**src/rtl/core/lts_pkg.sv**
```systemverilog
package lts_pkg;

   localparam int MAX_TASKS = 16;
   localparam int IDX_W     = $clog2(MAX_TASKS);
   localparam int CNT_W     = $clog2(MAX_TASKS + 1);

   localparam logic [7:0] QUANTUM_RESET = 8'd10;

   // Input opcodes.
   localparam logic [1:0] OP_TICK  = 2'd0;
   localparam logic [1:0] OP_YIELD = 2'd1;
   localparam logic [1:0] OP_SPAWN = 2'd2;

   // Result status codes.
   localparam logic [1:0] STATUS_OK    = 2'd0;
   localparam logic [1:0] STATUS_FULL  = 2'd1;
   localparam logic [1:0] STATUS_EMPTY = 2'd2;

   // Configuration register indexes.
   localparam logic CSR_ENABLE  = 1'b0;
   localparam logic CSR_QUANTUM = 1'b1;

   typedef struct packed {
      logic [1:0] opcode;
      logic       exited;
   } req_type;

   typedef struct packed {
      logic        switched;
      logic [15:0] running_pid;
      logic [15:0] spawned_pid;
      logic [4:0]  task_count;
      logic [1:0]  status;
   } rsp_type;

   // One write to the task table; the two fields have separate enables.
   typedef struct packed {
      logic             pid_we;
      logic             lr_we;
      logic [IDX_W-1:0] addr;
      logic [15:0]      pid;
      logic [31:0]      last_run;
   } wr_type;

   // Control of the distance compare unit.
   typedef struct packed {
      logic             clear;
      logic             step;
      logic [IDX_W-1:0] idx;
   } dist_ctl_type;

endpackage

```
**src/rtl/core/lru_time_slice_scheduler_top.sv**
```systemverilog
// Channel   Direction  Word                          Flow control
// req_      in         opcode, exited                req_valid / req_stall
// rsp_      out        switched, running_pid,        rsp_valid / rsp_stall
//                      spawned_pid, task_count, status
// csr_      in         enable (0), quantum (1)       csr_wr_en, no wait
//
// Spawns, disabled ticks and plain slice countdowns finish in the accept cycle.
// A switch passes ST_SWITCH, walks the table once in ST_SCAN through the distance
// compare unit and stamps the pick in ST_STAMP. An exit first walks the table in
// ST_FIND and ST_SHIFT to find and remove the task. No new word is taken meanwhile.
// Reset is synchronous and clears all control state; no clearing pass is needed.
// A result waits in the output register under rsp_stall, and the next word is
// accepted in the cycle that result leaves.
module lru_time_slice_scheduler_top (
   input  logic             clock,
   input  logic             reset,
   input  logic             req_valid,
   output logic             req_stall,
   input  lts_pkg::req_type req_word,
   output logic             rsp_valid,
   input  logic             rsp_stall,
   output lts_pkg::rsp_type rsp_word,
   input  logic             csr_wr_en,
   input  logic             csr_index,
   input  logic [7:0]       csr_wr_data
);

   typedef enum logic [5:0] {
      ST_IDLE   = 6'b000001,
      ST_FIND   = 6'b000010,
      ST_SHIFT  = 6'b000100,
      ST_SWITCH = 6'b001000,
      ST_SCAN   = 6'b010000,
      ST_STAMP  = 6'b100000
   } state_type;

   state_type                   state_ff, state_in;
   logic [lts_pkg::CNT_W-1:0]   idx_ff, idx_in, idx_nx;
   logic [lts_pkg::CNT_W-1:0]   count_ff, count_in;
   logic [15:0]                 current_pid_ff, current_pid_in;
   logic [7:0]                  slice_ff, slice_in, slice_eff;
   logic [31:0]                 tick_ff, tick_in;
   logic [15:0]                 pid_ctr_ff, pid_ctr_in;
   logic                        enable_ff;
   logic [7:0]                  quantum_ff;
   lts_pkg::rsp_type            rsp_ff, rsp_in;
   logic                        rsp_valid_ff, rsp_valid_in;

   logic                        accept;
   logic                        load;
   logic                        switched;
   logic [15:0]                 spawned;
   logic [1:0]                  status;

   lts_pkg::wr_type             wr;
   logic [lts_pkg::IDX_W-1:0]   rd_addr;
   logic [15:0]                 rd_pid;
   logic [31:0]                 rd_last_run;
   lts_pkg::dist_ctl_type       dctl;
   logic [lts_pkg::IDX_W-1:0]   pick;

   lts_table u_table (
      .clock       (clock),
      .wr          (wr),
      .rd_addr     (rd_addr),
      .rd_pid      (rd_pid),
      .rd_last_run (rd_last_run)
   );

   lts_dist u_dist (
      .clock    (clock),
      .ctl      (dctl),
      .last_run (rd_last_run),
      .tick_now (tick_ff),
      .pick     (pick)
   );

   assign req_stall = !((state_ff == ST_IDLE) && (!rsp_valid_ff || !rsp_stall));
   assign accept    = req_valid && !req_stall;
   assign idx_nx    = idx_ff + lts_pkg::CNT_W'(1);
   assign slice_eff = (req_word.opcode == lts_pkg::OP_YIELD) ? 8'd0 : slice_ff;

   always_comb begin
      state_in       = state_ff;
      idx_in         = idx_ff;
      count_in       = count_ff;
      current_pid_in = current_pid_ff;
      slice_in       = slice_ff;
      tick_in        = tick_ff;
      pid_ctr_in     = pid_ctr_ff;
      wr             = '0;
      rd_addr        = idx_ff[lts_pkg::IDX_W-1:0];
      dctl           = '0;
      dctl.idx       = idx_ff[lts_pkg::IDX_W-1:0];
      load           = 1'b0;
      switched       = 1'b0;
      spawned        = 16'd0;
      status         = lts_pkg::STATUS_OK;

      unique case (state_ff)
         ST_IDLE: begin
            if (accept) begin
               unique case (req_word.opcode)
                  lts_pkg::OP_SPAWN: begin
                     load = 1'b1;
                     if (count_ff >= lts_pkg::CNT_W'(lts_pkg::MAX_TASKS)) begin
                        status = lts_pkg::STATUS_FULL;
                     end else begin
                        wr.pid_we   = 1'b1;
                        wr.lr_we    = 1'b1;
                        wr.addr     = count_ff[lts_pkg::IDX_W-1:0];
                        wr.pid      = pid_ctr_ff;
                        wr.last_run = 32'd0;
                        count_in    = count_ff + lts_pkg::CNT_W'(1);
                        pid_ctr_in  = pid_ctr_ff + 16'd1;
                        spawned     = pid_ctr_ff;
                     end
                  end
                  lts_pkg::OP_TICK, lts_pkg::OP_YIELD: begin
                     slice_in = slice_eff;
                     if (!enable_ff) begin
                        load = 1'b1;
                     end else if (req_word.exited) begin
                        idx_in   = '0;
                        state_in = ST_FIND;
                     end else if (slice_eff == 8'd0) begin
                        state_in = ST_SWITCH;
                     end else begin
                        slice_in = slice_eff - 8'd1;
                        tick_in  = tick_ff + 32'd1;
                        load     = 1'b1;
                     end
                  end
                  default: begin
                     load = 1'b1;
                  end
               endcase
            end
         end
         ST_FIND: begin
            // A task that is not in the table is simply not removed.
            if (idx_ff == count_ff) begin
               state_in = ST_SWITCH;
            end else if (rd_pid == current_pid_ff) begin
               state_in = ST_SHIFT;
            end else begin
               idx_in = idx_nx;
            end
         end
         ST_SHIFT: begin
            if (idx_nx < count_ff) begin
               rd_addr     = idx_nx[lts_pkg::IDX_W-1:0];
               wr.pid_we   = 1'b1;
               wr.lr_we    = 1'b1;
               wr.addr     = idx_ff[lts_pkg::IDX_W-1:0];
               wr.pid      = rd_pid;
               wr.last_run = rd_last_run;
               idx_in      = idx_nx;
            end else begin
               count_in = count_ff - lts_pkg::CNT_W'(1);
               state_in = ST_SWITCH;
            end
         end
         ST_SWITCH: begin
            if (count_ff == '0) begin
               status   = lts_pkg::STATUS_EMPTY;
               tick_in  = tick_ff + 32'd1;
               load     = 1'b1;
               state_in = ST_IDLE;
            end else begin
               dctl.clear = 1'b1;
               idx_in     = '0;
               state_in   = ST_SCAN;
            end
         end
         ST_SCAN: begin
            if (idx_ff == count_ff) begin
               state_in = ST_STAMP;
            end else begin
               dctl.step = 1'b1;
               idx_in    = idx_nx;
            end
         end
         ST_STAMP: begin
            rd_addr        = pick;
            wr.lr_we       = 1'b1;
            wr.addr        = pick;
            wr.last_run    = tick_ff;
            current_pid_in = rd_pid;
            slice_in       = quantum_ff;
            tick_in        = tick_ff + 32'd1;
            switched       = 1'b1;
            load           = 1'b1;
            state_in       = ST_IDLE;
         end
         default: begin
            state_in = ST_IDLE;
         end
      endcase

      rsp_in             = rsp_ff;
      rsp_valid_in       = rsp_valid_ff && rsp_stall;
      if (load) begin
         rsp_in.switched    = switched;
         rsp_in.running_pid = current_pid_in;
         rsp_in.spawned_pid = spawned;
         rsp_in.task_count  = 5'(count_in);
         rsp_in.status      = status;
         rsp_valid_in       = 1'b1;
      end
   end

   always_ff @(posedge clock) begin
      if (reset) begin
         state_ff       <= ST_IDLE;
         idx_ff         <= '0;
         count_ff       <= '0;
         current_pid_ff <= 16'd0;
         slice_ff       <= 8'd0;
         tick_ff        <= 32'd0;
         pid_ctr_ff     <= 16'd0;
         enable_ff      <= 1'b0;
         quantum_ff     <= lts_pkg::QUANTUM_RESET;
         rsp_valid_ff   <= 1'b0;
      end else begin
         state_ff       <= state_in;
         idx_ff         <= idx_in;
         count_ff       <= count_in;
         current_pid_ff <= current_pid_in;
         slice_ff       <= slice_in;
         tick_ff        <= tick_in;
         pid_ctr_ff     <= pid_ctr_in;
         rsp_valid_ff   <= rsp_valid_in;
         if (csr_wr_en) begin
            unique case (csr_index)
               lts_pkg::CSR_ENABLE:  enable_ff  <= csr_wr_data[0];
               lts_pkg::CSR_QUANTUM: quantum_ff <= csr_wr_data;
               default: ;
            endcase
         end
      end
   end

   always_ff @(posedge clock) begin
      rsp_ff <= rsp_in;
   end

   assign rsp_valid = rsp_valid_ff;
   assign rsp_word  = rsp_ff;

   a_count_bound: assert property (@(posedge clock) disable iff (reset)
      count_ff <= lts_pkg::CNT_W'(lts_pkg::MAX_TASKS))
      else $error("task count above table size");

   a_busy_stalls: assert property (@(posedge clock) disable iff (reset)
      state_ff != ST_IDLE |-> req_stall)
      else $error("input taken while a word is in progress");

   a_walk_bound: assert property (@(posedge clock) disable iff (reset)
      (state_ff == ST_FIND || state_ff == ST_SCAN || state_ff == ST_SHIFT)
      |-> idx_ff <= count_ff)
      else $error("table walk past the last entry");

   a_stamp_reload: assert property (@(posedge clock) disable iff (reset)
      state_ff == ST_STAMP |=> slice_ff == $past(quantum_ff) && rsp_valid_ff
      && rsp_word.switched)
      else $error("switch did not reload the slice or report");

   a_scan_nonempty: assert property (@(posedge clock) disable iff (reset)
      state_ff == ST_SCAN |-> count_ff != '0)
      else $error("selection walk over an empty table");

endmodule

```
**src/rtl/core/lts_table.sv**
```systemverilog
module lts_table (
   input  logic                         clock,
   input  lts_pkg::wr_type              wr,
   input  logic [lts_pkg::IDX_W-1:0]    rd_addr,
   output logic [15:0]                  rd_pid,
   output logic [31:0]                  rd_last_run
);

   logic [15:0] pid_ff      [lts_pkg::MAX_TASKS];
   logic [31:0] last_run_ff [lts_pkg::MAX_TASKS];

   always_ff @(posedge clock) begin
      if (wr.pid_we) begin
         pid_ff[wr.addr] <= wr.pid;
      end
      if (wr.lr_we) begin
         last_run_ff[wr.addr] <= wr.last_run;
      end
   end

   // Single read port, used by one sequencer step at a time.
   assign rd_pid      = pid_ff[rd_addr];
   assign rd_last_run = last_run_ff[rd_addr];

endmodule

```
**src/rtl/core/lts_dist.sv**
```systemverilog
module lts_dist (
   input  logic                         clock,
   input  lts_pkg::dist_ctl_type        ctl,
   input  logic [31:0]                  last_run,
   input  logic [31:0]                  tick_now,
   output logic [lts_pkg::IDX_W-1:0]    pick
);

   logic [31:0]               best_ff;
   logic [31:0]               best_in;
   logic [lts_pkg::IDX_W-1:0] pick_ff;
   logic [lts_pkg::IDX_W-1:0] pick_in;
   logic [31:0]               span;

   assign span = (last_run > tick_now) ? (last_run - tick_now) : (tick_now - last_run);

   // Only a strictly greater distance replaces the pick, so ties keep the first entry.
   always_comb begin
      best_in = best_ff;
      pick_in = pick_ff;
      if (ctl.clear) begin
         best_in = '0;
         pick_in = '0;
      end else if (ctl.step && (span > best_ff)) begin
         best_in = span;
         pick_in = ctl.idx;
      end
   end

   always_ff @(posedge clock) begin
      best_ff <= best_in;
      pick_ff <= pick_in;
   end

   assign pick = pick_ff;

endmodule
```
**config.mk**
```make
export PLATFORM = sky130hd
export DESIGN_NAME = lru_time_slice_scheduler_top
export DESIGN_NICKNAME = d
export VERILOG_FILES = /design/src/rtl/core/lts_pkg.sv /design/src/rtl/core/lru_time_slice_scheduler_top.sv /design/src/rtl/core/lts_table.sv /design/src/rtl/core/lts_dist.sv
export SDC_FILE = /design/constraint.sdc
export NUM_CORES = 2
export LEC_CHECK = 0
export CAP_MARGIN = 10
export CORE_MARGIN = 2
export CORE_UTILIZATION = 64
export CTS_CLUSTER_SIZE = 8
export DETAILED_ROUTE_END_ITERATION = 16
export DONT_BUFFER_PORTS = 1
export GPL_ROUTABILITY_DRIVEN = 0
export GPL_TIMING_DRIVEN = 0
export PLACE_DENSITY = 0.8
export SLEW_MARGIN = 10
export SYNTH_ARGS = -nofsm -noshare
export SYNTH_HDL_FRONTEND = slang
export SYNTH_SLANG_ARGS = --single-unit
```
**constraint.sdc**
```tcl
create_clock -name clock -period 13.7 [get_ports clock]
set_clock_uncertainty 0.2 [all_clocks]
set_input_delay 2.74 -clock clock [delete_from_list [all_inputs] [get_ports clock]]
set_output_delay 2.74 -clock clock [all_outputs]
set_load 0.005 [all_outputs]
```
Word level (Yosys, flattened, before mapping) --
Memories as Yosys holds them, arrays and structs flattened. Cells that the tools add are included.
Word-level totals: bits in registers 174, RAM bits 768, bits of input ports 17, output and inout bits 42, logic and storage cells 159, memories kept 2
Operators by class: $add $sub $neg 8, $lt $le $gt $ge 4, equal/unequal tests 26, multiplexer cells 74, bitwise gates (word level) 5, reduce and logical (&&, ||, !) cells 23
Memories:
- u_table.last_run_ff | words 16, width 32, rd ports 1, clocked after Yosys merged registers in 0, write ports 1, line lts_table.sv:10 | logic [31:0] last_run_ff [lts_pkg::MAX_TASKS];
- u_table.pid_ff | words 16, width 16, rd ports 1, clocked after Yosys merged registers in 0, write ports 1, line lts_table.sv:9 | logic [15:0] pid_ff [lts_pkg::MAX_TASKS];
Operators with widths (count):
- $mux 32 | 7
- $mux 54 | 4
- $pmux 32 s3 | 2
- $mux 5 | 14
- $gt 32x32->1 | 2
- $sub 32x32->32 | 2
- $mux 6 | 9
- $mux 8 | 6
- $add 32x1->32 const B | 1
- $pmux 16 s2 | 1
- $pmux 6 s5 | 1
- $ne 2x2->1 const B | 13
- $pmux 5 s5 | 1
- $mux 1 | 19
- $add 16x1->16 const B | 1
- $eq 16x16->1 | 1
- $mux 16 | 1
- $pmux 8 s2 | 1
- $pmux 5 s3 | 1
- $reduce_and 7->1 | 2
- $add 5x1->5 const B | 2
- $pmux 5 s2 | 1
- $reduce_and 10->1 | 1
- $logic_not 8->1 | 1
- other kinds (36) | 46

Logic depth before layout (Yosys ltp) --
word-level depth 10, depth in mapped cells 50, depth with buffers taken out 44

Cells and area by module --
From an unflattened synthesis, not the netlist that was laid out.
Unflattened totals: cells, all modules 2773, area, all modules 41820.1 µm²
Modules (own cells, without submodules):
- lts_table | instances 1, cells each 1219, area each 28833.9 µm², seq. area each 23062.1 µm²
- lru_time_slice_scheduler_top | instances 1, cells each 800, area each 7359.6 µm², seq. area each 3163.0 µm²
- lts_dist | instances 1, cells each 754, area each 5626.6 µm², seq. area each 720.7 µm²

Worst setup path after synthesis --
OpenSTA, ideal clock, no wires.
kind register -> register, from register idx_ff[0] in the netlist's numbering, to register u_dist.best_ff[10], arrival time 9251 ps, setup slack 4122 ps, stages on the path, launching flop included 44, buffers on the path 9, period minus slack after synthesis 9578 ps, path through dfxtp_1 -> buf_2 -> nand3_1 -> xnor2_1 -> ha_1 -> a21o_1 -> a21oi_1 -> and2_1 -> ha_1 -> nand3b_1 -> a21oi_1 -> a2111oi_4 -> buf_4 -> buf_2 -> buf_2 -> buf_2 -> buf_1 -> nand3_1 -> [8 not listed] -> inv_2 -> nand2_1 -> mux2i_1 -> o41a_1 -> o21ai_1 -> a221o_1 -> xnor2_1 -> ha_1 -> nand4_1 -> or2_2 -> nor3_1 -> o21ai_0 -> o211ai_1 -> o211a_1 -> clkbuf_1 -> buf_1 -> mux2i_1 -> nor2_1
Between the ends: longest elaborated chain between the ends 9, elaborated cells between the ends (all ways) 14
RTL lines:
- start: declaration | line lru_time_slice_scheduler_top.sv:38 | logic [lts_pkg::CNT_W-1:0] idx_ff, idx_in, idx_nx;
- start signal: assignment | line lru_time_slice_scheduler_top.sv:227 | idx_ff <= idx_in;
- $add 5x1->5 | line lru_time_slice_scheduler_top.sv:80 | assign idx_nx = idx_ff + lts_pkg::CNT_W'(1);
- $lt 5x5->1 | line lru_time_slice_scheduler_top.sv:151 | if (idx_nx < count_ff) begin
- $mux 4 | line lru_time_slice_scheduler_top.sv:151
- $pmux 4 s2 (*) | line lru_time_slice_scheduler_top.sv:100 | unique case (state_ff)
- $mem_v2 16x32 (*)
- $sub 32x32->32 / $gt 32x32->1 (equally long branches) | line lts_dist.sv:15 | assign span = (last_run > tick_now) ? (last_run - tick_now) : (tick_now - last_run);
- $mux 32 (*) | line lts_dist.sv:15
- net u_dist.span[28] | line lts_dist.sv:13 | logic [31:0] span;
- $gt 32x32->1 (*) | line lts_dist.sv:24 | end else if (ctl.step && (span > best_ff)) begin
- $logic_and 1x1->1 (*) | line lts_dist.sv:24
- end signal: assignment | line lts_dist.sv:31 | best_ff <= best_in;
- end: declaration | line lts_dist.sv:9 | logic [31:0] best_ff;
The timed path passes the listed nets; every way through them passes the cells marked *. A chain may end at the register's enable or synchronous reset.

Final worst setup path --
from register idx_ff[1] in the netlist's numbering, to register u_dist.best_ff[8]
The elaborated chain is that of the path after synthesis.

==> out/results.ini <==
[run_status]
status = finished, final reports clean

[worst_setup_path]
reg2regPathDepth = 39
worstPathArrival_ns = 13.77
worstPathRequired_ns = 14.09
rrSetupSlack_ns = 0.31
critPathLaunchType = flip-flop
cp_max_fo = 10
critPathCapture = u_dist.best_ff[8]
slowest_delay_ns = 0.89
timing.rr.start = idx_ff[1]
critPathLaunch = idx_ff[1]
cp_common_cell = clkbuf_1
worst-setup-path-type = flip-flop to flip-flop
cp-end-kind = flip-flop
rr_endpoint = u_dist.best_ff[8]
cp_slowest_cell = clkbuf_1

[global_routing]
grt_pass1_wl_um = 192000
grt_max_degree = 25
grtUsageTotal = 0.369
overflow = 0
grt_pass1_vias = 32006
antenna_found_initial = 4

[finish]
drive_gt1_frac = 0.0903
postLayoutCoreUtil = 0.737
fin_area_um2 = 49500
layout_common_cells = edfxtp_1, nand2_1, mux2i_1
nets = 4076
final_common_cell = edfxtp_1
num-fill-cells = 4077
syn_to_final_growth_pct = 13.9

[clocking]
clock_latency_ns = 0.74
numClockSinks = 942
cts.clk_slew.worst_paths_ns = 0.06
cts_root_buf = clkbuf_16
htree_num_levels = 4
hold_buffers = 0
clock_path_buffers = 3
numCtsBuffers = 135
cts_tree = done

[floorplan]
dieArea_um2 = 70000
coreArea_um2 = 67200
die_x_um = 265
initial_core_util = 0.647
chipHeight_um = 265
ios = 59
fp-row-count = 95

[power]
pwr-share-seq = 0.486
p_int_w = 0.00503
p_switching_w = 0.00141
comb_power_share = 0.042
power_density_nw_per_um2 = 130
leakagePower_nw = 17.9
ir_drop_uv = 150
pwr-share-clk = 0.472
switching_share = 0.219

[route]
routedWlPerCell_um = 26.8
antenna_left = 0
vias_per_cell = 6.77
drc = 0
routed_wl_um = 131000
first_pass_iters = 8
vias = 32972
drtIter0Drc = 5131

[min_path]
worstHoldPathType = flip-flop to flip-flop
hold_depth = 2

[timing]
report.final.slew_viol_count = 0
worst_hold_slack_ns = 0.257
final_hold_viol_count = 0
setup_viol = 0
max-slew-margin-rel = 0.118
min_period_ns = 13.39
period_share = 0.977
fmax_mhz = 74.7
worst_pin_slew_ns = 1.32

[yosys]
synth-edff-count = 808
synth_cells = 3770
synth_xor_area_frac = 0.0266
synth-compound-area-share = 0.0939
synth-simple-area-share = 0.148
syn_nets = 3899
synth_top_family_by_area = simple AND/OR/NAND/NOR gates
async_reset_ff_frac = 0
ys_seq_area_frac = 0.620
ys_warn_count = 0
synth_area_um2 = 43500
ys_types = 83
synth.area.mux_share = 0.0460
synth_adder_area_share = 0.0326
ys.flop_type = edfxtp_1
syn_avg_cell_area_um2 = 11.5
ys_ff_latch = 942

[run]
drv_cap = 0

[place]
dp_hpwl_um = 88400
port_buffers = 0
place_area_um2 = 45600

==> worst max-delay path: cells and delay by family, from the launching register on <==
kind | cells | cell delay [ns]
adders and majority gates | 4 | 1.33
AOI/OAI and AO/OA | 11 | 2.79
DFF | 1 | 0.52
muxes | 3 | 1.12
buffers and inverters | 7 | 3.67
xor gates and xnor gates | 2 | 0.37
and+or+nand+nor | 12 | 3.23
==> cells in the mapped netlist, drive strengths merged (7+ instances only) <==
cell type	number	area (um^2)
a21boi	7	56.3
nand3	161	806
o211ai	14	110
nor3	63	320
xnor2	101	885
a21oi	145	729
and2	25	156
nand4	32	200
o22ai	39	244
nor4	10	75.1
a21o	55	413
a31oi	45	282
nor2	193	724
o21a	11	82.6
o221ai	7	61.3
edfxtp	808	24300
xor2	31	272
o31ai	10	75.1
inv	126	473
or3	11	68.8
nand3b	13	97.6
a311oi	98	858
a211oi	18	145
or2	8	50.1
o21bai	24	180
ha	110	1380
mux2	13	146
and3	118	738
mux2i	184	1850
nand2	738	2770
dfxtp	134	2680
nand2b	15	93.8
o21ai	88	440
clkbuf	147	552
nor2b	36	225
buf	78	430
==> stage by stage <==
stage	power, W	cells	TNS (ns)	worst slack (ns)
2_1_floorplan	0.00337	3770	0	4.12
3_3_place_gp	0.00344	4643	0	0.866
3_5_place_dp	0.00345	4683	0	0.763
4_1_cts	0.00643	4871	0	0.658
5_1_grt	0.00659	4871	-0.0266	-0.0266
6_report	0.00645	4873	0	0.313
==> how the worst min path moves through the flow <==
stage,endpoint,start
global route,quantum_ff[7],quantum_ff[7]
finish,quantum_ff[7],quantum_ff[7]
global placement,quantum_ff[6],quantum_ff[6]
floorplan,quantum_ff[4],quantum_ff[4]
detailed placement,quantum_ff[6],quantum_ff[6]
CTS,quantum_ff[7],quantum_ff[7]
==> area by class of cell <==
class	count	area (um^2)	area share
Buffer	224	1000	0.0202
Sequential cell	942	26900	0.544
Clock inverter	12	201	0.00407
Multi-Input combinational cell	2477	15400	0.312
Timing Repair Buffer	41	773	0.0156
Antenna cell	2	5.00	0.000101
Clock buffer	176	3600	0.0726
Tap cell	873	1090	0.0221
Inverter	126	473	0.00955
==> logic make-up (layout without fill, tap and decap cells) <==
logic type	Yosys count	after routing
buf+inv	351	579
xor+xnor	132	132
simple gates	1434	1434
mux	197	197
compound gates	602	602
other cells	0	2
flops	942	942
fa+ha+maj	112	112
==> metal layers <==
layer / GRT usage / part of all wire
met1: 0.474 / 0.35
met2: 0.567 / 0.45
met3: 0.124 / 0.15
met4: 0.181 / 0.049
met5: 0 / 0.000084
==> power groups by stage <==
stage / Sequential (W) / Clock [W] / Combinational, W
after CTS: 0.00314 / 0.00303 / 0.000262
final: 0.00314 / 0.00304 / 0.000269
after global placement: 0.00320 / 0 / 0.000244
after global routing: 0.00314 / 0.00316 / 0.000292
after detailed placement: 0.00319 / 0 / 0.000259
after floorplan: 0.00319 / 0 / 0.000179
==> sequential cells by signal (all words and copies together) (netlist names) <==
| name | count |
|---|---|
| u_table.last_run_ff | 512 |
| u_table.pid_ff | 256 |
| rsp_word | 40 |
| tick_ff | 32 |
| u_dist.best_ff | 32 |
| current_pid_ff | 16 |
| pid_ctr_ff | 16 |
| quantum_ff | 8 |
| slice_ff | 8 |
| state_ff | 6 |
| count_ff | 5 |
| idx_ff | 5 |
| u_dist.pick | 4 |
| enable_ff | 1 |
| rsp_valid | 1 |
==> repair_timing <==
action	4_1_cts	5_1_grt
buffers inserted	0	0
gates resized for setup	0	15
setup endpoints to repair	0	25
No activity file was read; power rests on OpenSTA's default activity.
